$ cat src/ctok_pkg.sv
// Package for the source tokenizer: lexer mode and action codes,
// character constants and the separator class function.
// No dependencies.
package ctok_pkg;

    // Most actions one source byte can cause
    localparam int RES_MAX = 4;
    localparam int RES_IDX_W = $clog2(RES_MAX);
    localparam int RES_CNT_W = $clog2(RES_MAX + 1);

    typedef enum logic [2:0] {
        MODE_NORMAL = 3'd0,
        MODE_SLASH  = 3'd1,
        MODE_LINE   = 3'd2,
        MODE_BLOCK  = 3'd3,
        MODE_STRING = 3'd4,
        MODE_ESC    = 3'd5
    } t_lex_mode;

    typedef enum logic [1:0] {
        ACT_APPEND = 2'd0,
        ACT_CLOSE  = 2'd1,
        ACT_EMIT   = 2'd2
    } t_action;

    localparam logic [7:0] CH_NUL    = 8'h00;
    localparam logic [7:0] CH_TAB    = 8'h09;
    localparam logic [7:0] CH_LF     = 8'h0A;
    localparam logic [7:0] CH_CR     = 8'h0D;
    localparam logic [7:0] CH_SPACE  = 8'h20;
    localparam logic [7:0] CH_QUOTE  = 8'h22;
    localparam logic [7:0] CH_PCT    = 8'h25;
    localparam logic [7:0] CH_LPAREN = 8'h28;
    localparam logic [7:0] CH_RPAREN = 8'h29;
    localparam logic [7:0] CH_STAR   = 8'h2A;
    localparam logic [7:0] CH_PLUS   = 8'h2B;
    localparam logic [7:0] CH_COMMA  = 8'h2C;
    localparam logic [7:0] CH_MINUS  = 8'h2D;
    localparam logic [7:0] CH_DOT    = 8'h2E;
    localparam logic [7:0] CH_SLASH  = 8'h2F;
    localparam logic [7:0] CH_SEMI   = 8'h3B;
    localparam logic [7:0] CH_LT     = 8'h3C;
    localparam logic [7:0] CH_EQ     = 8'h3D;
    localparam logic [7:0] CH_GT     = 8'h3E;
    localparam logic [7:0] CH_BSLASH = 8'h5C;
    localparam logic [7:0] CH_LBRACE = 8'h7B;
    localparam logic [7:0] CH_RBRACE = 8'h7D;

    // Whitespace, NUL, punctuation and operator bytes split tokens
    function automatic logic is_sep(input logic [7:0] c);
        logic hit;
        begin
            case (c)
                CH_SPACE, CH_LF, CH_TAB, CH_CR, CH_NUL,
                CH_DOT, CH_LT, CH_GT, CH_COMMA, CH_SEMI,
                CH_LPAREN, CH_RPAREN, CH_LBRACE, CH_RBRACE,
                CH_EQ, CH_PLUS, CH_MINUS, CH_STAR, CH_PCT: hit = 1'b1;
                default: hit = 1'b0;
            endcase
            return hit;
        end
    endfunction

endpackage

$ cat src/ctok_if.sv
// Valid/ready channel interfaces for the source tokenizer.
// Depends on nothing but the beat fields.
interface ctok_in_if;
    logic       valid;
    logic       ready;
    logic [7:0] src_byte;
    logic       final_byte;

    modport source (output valid, output src_byte, output final_byte, input ready);
    modport sink   (input valid, input src_byte, input final_byte, output ready);
endinterface

interface ctok_out_if;
    logic       valid;
    logic       ready;
    logic [1:0] action;
    logic [7:0] token_char;
    logic       run_end;

    modport source (output valid, output action, output token_char, output run_end,
                    input ready);
    modport sink   (input valid, input action, input token_char, input run_end,
                    output ready);
endinterface

$ cat src/c_like_source_tokenizer_unit.sv
// Source tokenizer: one source byte in, zero to four token actions out.
// A byte's first action is valid in the cycle after it is accepted.
// Throughput (output ready): one byte per cycle with at most one action; a
// byte with N actions holds the buffer until all N are taken, one a cycle.
// Reset (i_rst_n low, synchronous): normal mode, no open token, buffer empty.
module c_like_source_tokenizer_unit
    import ctok_pkg::*;
(
    input  logic        i_clk,
    input  logic        i_rst_n,
    ctok_in_if.sink     i_in,
    ctok_out_if.source  o_out
);

    // Lexer state
    t_lex_mode r_mode;
    logic      r_star;
    logic      r_token_open;

    // Result buffer for one byte's actions
    t_action               r_act [RES_MAX];
    logic [7:0]            r_chr [RES_MAX];
    logic [RES_CNT_W-1:0]  r_cnt;
    logic [RES_IDX_W-1:0]  r_idx;

    t_lex_mode             n_mode;
    logic                  n_star;
    logic                  n_token_open;
    t_action               n_act [RES_MAX];
    logic [7:0]            n_chr [RES_MAX];
    logic [RES_CNT_W-1:0]  n_cnt;

    logic in_fire;
    logic out_fire;
    logic last_beat;

    // Work out all actions of the incoming byte and the next lexer state
    always_comb begin
        logic [7:0] c;
        logic       fin;
        logic       do_norm;
        c       = i_in.src_byte;
        fin     = i_in.final_byte;
        do_norm = 1'b0;
        n_mode       = r_mode;
        n_star       = r_star;
        n_token_open = r_token_open;
        n_cnt        = '0;
        for (int k = 0; k < RES_MAX; k++) begin
            n_act[k] = ACT_CLOSE;
            n_chr[k] = CH_NUL;
        end

        case (r_mode)
            MODE_SLASH: begin
                n_mode = MODE_NORMAL;
                if (c == CH_SLASH || c == CH_STAR) begin
                    n_act[n_cnt[RES_IDX_W-1:0]] = ACT_APPEND;
                    n_chr[n_cnt[RES_IDX_W-1:0]] = CH_SLASH;
                    n_cnt = n_cnt + 1'b1;
                    n_act[n_cnt[RES_IDX_W-1:0]] = ACT_APPEND;
                    n_chr[n_cnt[RES_IDX_W-1:0]] = c;
                    n_cnt = n_cnt + 1'b1;
                    n_token_open = 1'b1;
                    if (c == CH_SLASH) begin
                        n_mode = MODE_LINE;
                    end else begin
                        n_mode = MODE_BLOCK;
                        n_star = 1'b0;
                    end
                end else begin
                    n_act[n_cnt[RES_IDX_W-1:0]] = ACT_EMIT;
                    n_chr[n_cnt[RES_IDX_W-1:0]] = CH_SLASH;
                    n_cnt = n_cnt + 1'b1;
                    do_norm = 1'b1;
                end
            end
            MODE_LINE: begin
                if (c == CH_LF || c == CH_CR || c == CH_NUL) begin
                    if (n_token_open) begin
                        n_act[n_cnt[RES_IDX_W-1:0]] = ACT_CLOSE;
                        n_chr[n_cnt[RES_IDX_W-1:0]] = CH_NUL;
                        n_cnt = n_cnt + 1'b1;
                        n_token_open = 1'b0;
                    end
                    if (c != CH_NUL) begin
                        n_act[n_cnt[RES_IDX_W-1:0]] = ACT_EMIT;
                        n_chr[n_cnt[RES_IDX_W-1:0]] = c;
                        n_cnt = n_cnt + 1'b1;
                    end
                    n_mode = MODE_NORMAL;
                end else begin
                    n_act[n_cnt[RES_IDX_W-1:0]] = ACT_APPEND;
                    n_chr[n_cnt[RES_IDX_W-1:0]] = c;
                    n_cnt = n_cnt + 1'b1;
                    n_token_open = 1'b1;
                end
            end
            MODE_BLOCK: begin
                n_act[n_cnt[RES_IDX_W-1:0]] = ACT_APPEND;
                n_chr[n_cnt[RES_IDX_W-1:0]] = c;
                n_cnt = n_cnt + 1'b1;
                n_token_open = 1'b1;
                if (r_star && c == CH_SLASH) begin
                    n_mode = MODE_NORMAL;
                    n_star = 1'b0;
                end else begin
                    n_star = (c == CH_STAR);
                end
            end
            MODE_STRING: begin
                n_act[n_cnt[RES_IDX_W-1:0]] = ACT_APPEND;
                n_chr[n_cnt[RES_IDX_W-1:0]] = c;
                n_cnt = n_cnt + 1'b1;
                n_token_open = 1'b1;
                if (c == CH_BSLASH) begin
                    n_mode = MODE_ESC;
                end else if (c == CH_QUOTE) begin
                    n_act[n_cnt[RES_IDX_W-1:0]] = ACT_CLOSE;
                    n_chr[n_cnt[RES_IDX_W-1:0]] = CH_NUL;
                    n_cnt = n_cnt + 1'b1;
                    n_token_open = 1'b0;
                    n_mode = MODE_NORMAL;
                end
            end
            MODE_ESC: begin
                n_act[n_cnt[RES_IDX_W-1:0]] = ACT_APPEND;
                n_chr[n_cnt[RES_IDX_W-1:0]] = c;
                n_cnt = n_cnt + 1'b1;
                n_token_open = 1'b1;
                n_mode = MODE_STRING;
            end
            default: begin
                n_mode = MODE_NORMAL;
                do_norm = 1'b1;
            end
        endcase

        // Ordinary handling of a byte outside comments and strings
        if (do_norm) begin
            if (is_sep(c)) begin
                if (n_token_open) begin
                    n_act[n_cnt[RES_IDX_W-1:0]] = ACT_CLOSE;
                    n_chr[n_cnt[RES_IDX_W-1:0]] = CH_NUL;
                    n_cnt = n_cnt + 1'b1;
                    n_token_open = 1'b0;
                end
                if (c != CH_NUL) begin
                    n_act[n_cnt[RES_IDX_W-1:0]] = ACT_EMIT;
                    n_chr[n_cnt[RES_IDX_W-1:0]] = c;
                    n_cnt = n_cnt + 1'b1;
                end
            end else if (c == CH_SLASH) begin
                if (n_token_open) begin
                    n_act[n_cnt[RES_IDX_W-1:0]] = ACT_CLOSE;
                    n_chr[n_cnt[RES_IDX_W-1:0]] = CH_NUL;
                    n_cnt = n_cnt + 1'b1;
                    n_token_open = 1'b0;
                end
                if (fin) begin
                    n_act[n_cnt[RES_IDX_W-1:0]] = ACT_EMIT;
                    n_chr[n_cnt[RES_IDX_W-1:0]] = CH_SLASH;
                    n_cnt = n_cnt + 1'b1;
                end else begin
                    n_mode = MODE_SLASH;
                end
            end else if (c == CH_QUOTE) begin
                if (n_token_open) begin
                    n_act[n_cnt[RES_IDX_W-1:0]] = ACT_CLOSE;
                    n_chr[n_cnt[RES_IDX_W-1:0]] = CH_NUL;
                    n_cnt = n_cnt + 1'b1;
                end
                n_act[n_cnt[RES_IDX_W-1:0]] = ACT_APPEND;
                n_chr[n_cnt[RES_IDX_W-1:0]] = c;
                n_cnt = n_cnt + 1'b1;
                n_token_open = 1'b1;
                if (!fin) begin
                    n_mode = MODE_STRING;
                end
            end else begin
                n_act[n_cnt[RES_IDX_W-1:0]] = ACT_APPEND;
                n_chr[n_cnt[RES_IDX_W-1:0]] = c;
                n_cnt = n_cnt + 1'b1;
                n_token_open = 1'b1;
                if (fin) begin
                    n_act[n_cnt[RES_IDX_W-1:0]] = ACT_CLOSE;
                    n_chr[n_cnt[RES_IDX_W-1:0]] = CH_NUL;
                    n_cnt = n_cnt + 1'b1;
                    n_token_open = 1'b0;
                    n_act[n_cnt[RES_IDX_W-1:0]] = ACT_EMIT;
                    n_chr[n_cnt[RES_IDX_W-1:0]] = CH_SPACE;
                    n_cnt = n_cnt + 1'b1;
                end
            end
        end

        // End of input: close what is open and drop back to normal
        if (fin) begin
            if (n_token_open) begin
                n_act[n_cnt[RES_IDX_W-1:0]] = ACT_CLOSE;
                n_chr[n_cnt[RES_IDX_W-1:0]] = CH_NUL;
                n_cnt = n_cnt + 1'b1;
                n_token_open = 1'b0;
            end
            n_mode = MODE_NORMAL;
            n_star = 1'b0;
        end
    end

    // Handshake: take a new byte once the buffer drains its last beat
    assign out_fire  = o_out.valid && o_out.ready;
    assign last_beat = (r_idx == RES_IDX_W'(r_cnt - 1'b1));
    assign in_fire   = i_in.valid && i_in.ready;

    assign i_in.ready       = (r_cnt == '0) || (out_fire && last_beat);
    assign o_out.valid      = (r_cnt != '0);
    assign o_out.action     = r_act[r_idx];
    assign o_out.token_char = r_chr[r_idx];
    assign o_out.run_end    = last_beat;

    // Advance lexer state on each accepted byte
    always_ff @(posedge i_clk) begin
        if (!i_rst_n) begin
            r_mode       <= MODE_NORMAL;
            r_star       <= 1'b0;
            r_token_open <= 1'b0;
        end else if (in_fire) begin
            r_mode       <= n_mode;
            r_star       <= n_star;
            r_token_open <= n_token_open;
        end
    end

    // Load the result buffer and step through it beat by beat
    always_ff @(posedge i_clk) begin
        if (!i_rst_n) begin
            r_cnt <= '0;
            r_idx <= '0;
        end else if (in_fire) begin
            r_cnt <= n_cnt;
            r_idx <= '0;
        end else if (out_fire && last_beat) begin
            r_cnt <= '0;
            r_idx <= '0;
        end else if (out_fire) begin
            r_idx <= r_idx + 1'b1;
        end
    end

    // Result payload needs no reset
    always_ff @(posedge i_clk) begin
        if (in_fire) begin
            for (int k = 0; k < RES_MAX; k++) begin
                r_act[k] <= n_act[k];
                r_chr[k] <= n_chr[k];
            end
        end
    end

    // Read index stays inside the loaded actions
    a_idx_in_range: assert property (@(posedge i_clk) disable iff (!i_rst_n)
        o_out.valid |-> ({1'b0, r_idx} < r_cnt))
        else $error("result index past action count");

    // Buffer never holds more than the per-byte maximum
    a_cnt_max: assert property (@(posedge i_clk) disable iff (!i_rst_n)
        r_cnt <= RES_CNT_W'(RES_MAX))
        else $error("action count over maximum");

    // A final byte leaves the lexer in normal mode with nothing open
    a_final_clears: assert property (@(posedge i_clk) disable iff (!i_rst_n)
        (in_fire && i_in.final_byte) |=> (r_mode == MODE_NORMAL && !r_token_open && !r_star))
        else $error("state not cleared after final byte");

    // A fresh byte starts its actions at the first buffer entry
    a_load_idx: assert property (@(posedge i_clk) disable iff (!i_rst_n)
        in_fire |=> (r_idx == '0))
        else $error("result index not rewound on load");

endmodule

$ cat src/flat_wrapper.sv
// flat-port wrapper written by rule: the top's interface ports become plain ports
module c_like_source_tokenizer_unit_flat import ctok_pkg::*;
  (i_clk, i_rst_n, i_in_valid, i_in_src_byte, i_in_final_byte, i_in_ready, o_out_valid, o_out_action, o_out_token_char, o_out_run_end, o_out_ready);
  ctok_in_if i_in_i ();
  ctok_out_if o_out_i ();
  input  logic i_clk;
  input  logic i_rst_n;
  input wire logic [$bits(i_in_i.valid)-1:0] i_in_valid;
  input wire logic [$bits(i_in_i.src_byte)-1:0] i_in_src_byte;
  input wire logic [$bits(i_in_i.final_byte)-1:0] i_in_final_byte;
  output wire logic [$bits(i_in_i.ready)-1:0] i_in_ready;
  output wire logic [$bits(o_out_i.valid)-1:0] o_out_valid;
  output wire logic [$bits(o_out_i.action)-1:0] o_out_action;
  output wire logic [$bits(o_out_i.token_char)-1:0] o_out_token_char;
  output wire logic [$bits(o_out_i.run_end)-1:0] o_out_run_end;
  input wire logic [$bits(o_out_i.ready)-1:0] o_out_ready;
  assign i_in_i.valid = i_in_valid;
  assign i_in_i.src_byte = i_in_src_byte;
  assign i_in_i.final_byte = i_in_final_byte;
  assign i_in_ready = i_in_i.ready;
  assign o_out_valid = o_out_i.valid;
  assign o_out_action = o_out_i.action;
  assign o_out_token_char = o_out_i.token_char;
  assign o_out_run_end = o_out_i.run_end;
  assign o_out_i.ready = o_out_ready;
  c_like_source_tokenizer_unit u_core (.i_clk(i_clk), .i_rst_n(i_rst_n), .i_in(i_in_i), .o_out(o_out_i));
endmodule
$ cat config.mk
export PLATFORM = sky130hd
export DESIGN_NAME = c_like_source_tokenizer_unit_flat
export DESIGN_NICKNAME = d
export VERILOG_FILES = /design/src/ctok_pkg.sv /design/src/ctok_if.sv /design/src/c_like_source_tokenizer_unit.sv /design/src/flat_wrapper.sv
export SDC_FILE = /design/constraint.sdc
export NUM_CORES = 1
export LEC_CHECK = 0
export BUFFER_PORTS_ARGS = -buffer_cell sky130_fd_sc_hd__buf_2
export CORE_MARGIN = 4
export CORE_UTILIZATION = 45
export CTS_CLUSTER_DIAMETER = 150
export DETAILED_ROUTE_END_ITERATION = 8
export PLACE_DENSITY = 0.61
export SETUP_SLACK_MARGIN = 0.1
export SYNTH_ARGS = -nofsm -noshare
export SYNTH_HDL_FRONTEND = slang
export SYNTH_SLANG_ARGS = --single-unit
export TNS_END_PERCENT = 20
$ cat constraint.sdc
create_clock -name i_clk -period 17.8 [get_ports i_clk]
set_clock_uncertainty 0.05 [all_clocks]
set_input_delay 2.67 -clock i_clk [delete_from_list [all_inputs] [get_ports i_clk]]
set_output_delay 2.67 -clock i_clk [all_outputs]
set_load 0.05 [all_outputs]
==> run metrics <==
Syn Area/Cell 8.28 µm²; n_diodes 0; Pwr per Cell Area 61.2 nW/µm²; Initial Util between 40% and 50%; Buffers on Ports 25; initial antenna violation count 0; area of the multi-input gates 2950 µm²; peak supply drop 0.0000507 V; FP Rows 36; Min-Delay Path Class reg2reg; status completed; first-pass GRT wire length 26,100 µm; max incr delay on CP 0.79 ns; die area 12,000 µm²; post-synthesis sequential area ratio 31.0%; most used cell, CP ha_1; Final setup viols 0; # hold bufs at CTS 0; P_int 195 µW; DR vias 4,766; crit-path leading delay family simple AND/OR/NAND/NOR gates; nets a little under 600; Total Neg Setup Slack 0 ns; Max Cap Viol 0; reg2reg path depth 20; post-synthesis net count 590; FF-to-FF setup slack 11.39 ns; initial DRC count 609; post-CTS setup buffer count 0; clock sink total 52; HPWL after DPL roughly 12,000 µm; Hold Path Origin u_core.r_cnt[2]; CP endpoint kind register; #FFs+latches synth 52; Die W around 110 µm; DIE HEIGHT around 110 µm; Bufs on Longest Clock Path 2; most frequent cells in the layout 79 x nand2_1, 48 x o21ai_0, 41 x a21oi_1; Slew HR 34.7%; WP data required 17.82 ns; Gate Count Post-Synth 561; H-tree Lvls 2; end of the worst register-to-register path u_core.r_chr[3][3]; Sw Ratio around a third; total global routing overflow 0; Final Cell Area 4920 µm²; Mapped Area approximately 4600 µm²; share of post-route cells with drive strength above 1 ~14%; Buf/Inv on CP 4; Register Area 1440 µm²; Synth cell types 79; CORE AREA just under 10,000 µm²; Startpoint Class input port; number of synthesized flops with an enable pin 40; final antenna-violating net count 0; GRT Overall Usage around 29%; Layout fillers 969; CP Max Fanout 15; critical path cell sequence buf_2 > or4_1 > nor2_2 > inv_1 > ha_1 > o221ai_1 > nor3_2 > ha_1 > nand2_1 > mux2_2 > inv_1 > ha_1 > a21oi_1 > or3_1 > a221oi_1 > a211o_1 > o21a_1 > ha_1 > inv_1 > o21ai_0 > nor2_1 > a2bb2o_2 > a21o_1; drt pass-1 iters 8; IO Count 26; leading register cell type out of synthesis edfxtp_1; Slew Limit Fails 0; Vias/cell slightly below 7; Psw 105 µW; critical path class in2reg; Clk Latency, worst-skew pair 0.32 ns; RSZ-0062 raised after global routing no; Comb pwr share a little over a quarter; final wirelength 17,100 µm; Yosys Warn Count 0; Slowest cell on crit path nor3_2; most common cell after layout, fill and taps aside nand2_1; cts repair resizes 0; Final Hold Vio Count 0; routability cong. roughly 1; area grow syn2layout 5.85%; hold depth 1; pin count of the biggest net entering global routing 42; Placed Area roughly 4800 µm²; DRC Markers 0; fin crit share 51.7%; Seq pwr share 49.4%; crit path time final 9.19 ns; Min-Delay Endpoint u_core.r_cnt[2]; CTS clk-pin slew, worst paths 0.10 ns; CP arrival 9.21 ns; CTS tree done; WL per Instance ~25 µm; Worst-Margin Slew between 0.9 and 1 ns; Clock power frac 23.9%; highest clock rate 109 MHz; Root Buffer clkbuf_8; TritonCTS Buffers 5; Pleak 1.88 nW; vias in the first global route 4,375; post-synthesis async set-or-reset flop share 0%; R2R Path Start u_core.r_mode[2]
-- cell usage after synthesis (6+ instances only) --
cell / count / area, µm²
dfxtp_1: 12 / 240
nand2_1: 79 / 297
edfxtp_1: 40 / 1200
mux4_2: 10 / 225
o31ai_1: 9 / 67.6
inv_1: 21 / 78.8
a221oi_1: 6 / 52.6
ha_1: 16 / 200
a32oi_1: 6 / 52.6
o21ai_0: 48 / 240
nand4_1: 6 / 37.5
and3_1: 9 / 56.3
o22ai_1: 6 / 37.5
a21oi_1: 41 / 205
a211oi_1: 8 / 60.1
a31oi_1: 7 / 43.8
nor2b_1: 10 / 62.6
nor3_1: 14 / 70.1
clkbuf_1: 33 / 124
nand3_1: 16 / 80.1
xnor2_1: 6 / 52.6
mux2_2: 6 / 67.6
nor2_1: 37 / 139
and2_1: 10 / 62.6
-- metrics by stage --
| stage | power [mW] | hold WS [ns] | setup WS, ns | util, % | cells |
|---|---|---|---|---|---|
| finish | 0.301 | 0.466 | 8.61 | 49.6 | 695 |
| global route | 0.318 | 0.501 | 8.31 | 49.6 | 695 |
| CTS | 0.302 | 0.472 | 8.87 | 49.6 | 695 |
| detailed placement | 0.231 | 0.434 | 8.54 | 48.7 | 687 |
| global placement | 0.230 | 0.429 | 8.80 | 48.7 | 687 |
| floorplan | 0.208 | 0.410 | 9.85 | - | 561 |
-- sequential cells by signal, indices dropped and copies added, names as in the netlist, named ones only --
register	flops
u_core.r_cnt	3
u_core.r_token_open	1
u_core.r_mode	3
u_core.r_idx	2
u_core.r_act	8
u_core.r_chr	32
u_core.r_star	1
-- logic make-up (layout without fill, tap and decap cells) --
family / count (synthesis) / count (layout) / synth area share (%)
buf+inv: 62 / 63 / 5.41
simple gates: 217 / 217 / 23.5
compound gates: 184 / 184 / 26.5
mux: 21 / 21 / 7.38
fa+ha+maj: 16 / 16 / 4.31
flops: 52 / 52 / 31.0
xor+xnor: 9 / 9 / 1.86
-- power by group through the flow --
| stage | Combinational, mW | Sequential (mW) | Clock (mW) |
|---|---|---|---|
| 2_1_floorplan | 0.0596 | 0.149 | 0 |
| 3_3_place_gp | 0.0791 | 0.151 | 0 |
| 3_5_place_dp | 0.0793 | 0.152 | 0 |
| 4_1_cts | 0.0796 | 0.149 | 0.0740 |
| 5_1_grt | 0.0865 | 0.150 | 0.0813 |
| 6_report | 0.0804 | 0.149 | 0.0720 |
-- metal layers --
metal / routed length, µm / track usage (%) / vias up
li1: - / - / 2115
met1: 6800 / 38.1 / 2259
met2: 7420 / 43.9 / 321
met3: 1860 / 8.40 / 71
met4: 1010 / 15.2 / 0
met5: 0 / 0 / -
-- worst max-delay path by stage --
| stage | from | depth (start not counted) | slack, ns | end |
|---|---|---|---|---|
| after floorplan | i_in_src_byte[0] | 24 | 9.85 | u_core.r_chr[3][0] |
| after global placement | i_in_src_byte[1] | 23 | 8.80 | u_core.r_chr[3][2] |
| after detailed placement | i_in_src_byte[1] | 23 | 8.54 | u_core.r_chr[3][2] |
| after CTS | i_in_src_byte[1] | 23 | 8.87 | u_core.r_chr[3][2] |
| after global routing | i_in_src_byte[1] | 23 | 8.31 | u_core.r_chr[3][2] |
| final | i_in_src_byte[1] | 23 | 8.61 | u_core.r_chr[3][3] |
-- layout make-up --
type	instances	share of cell area, %
sequential	52	29.3
tap	133	3.39
clock inverter	3	0.407
inverter	22	1.68
timing repair buffer	33	3.77
multi-input combinational	447	60.0
clock buffer	5	1.40
Power figures use the tool's default switching activity.
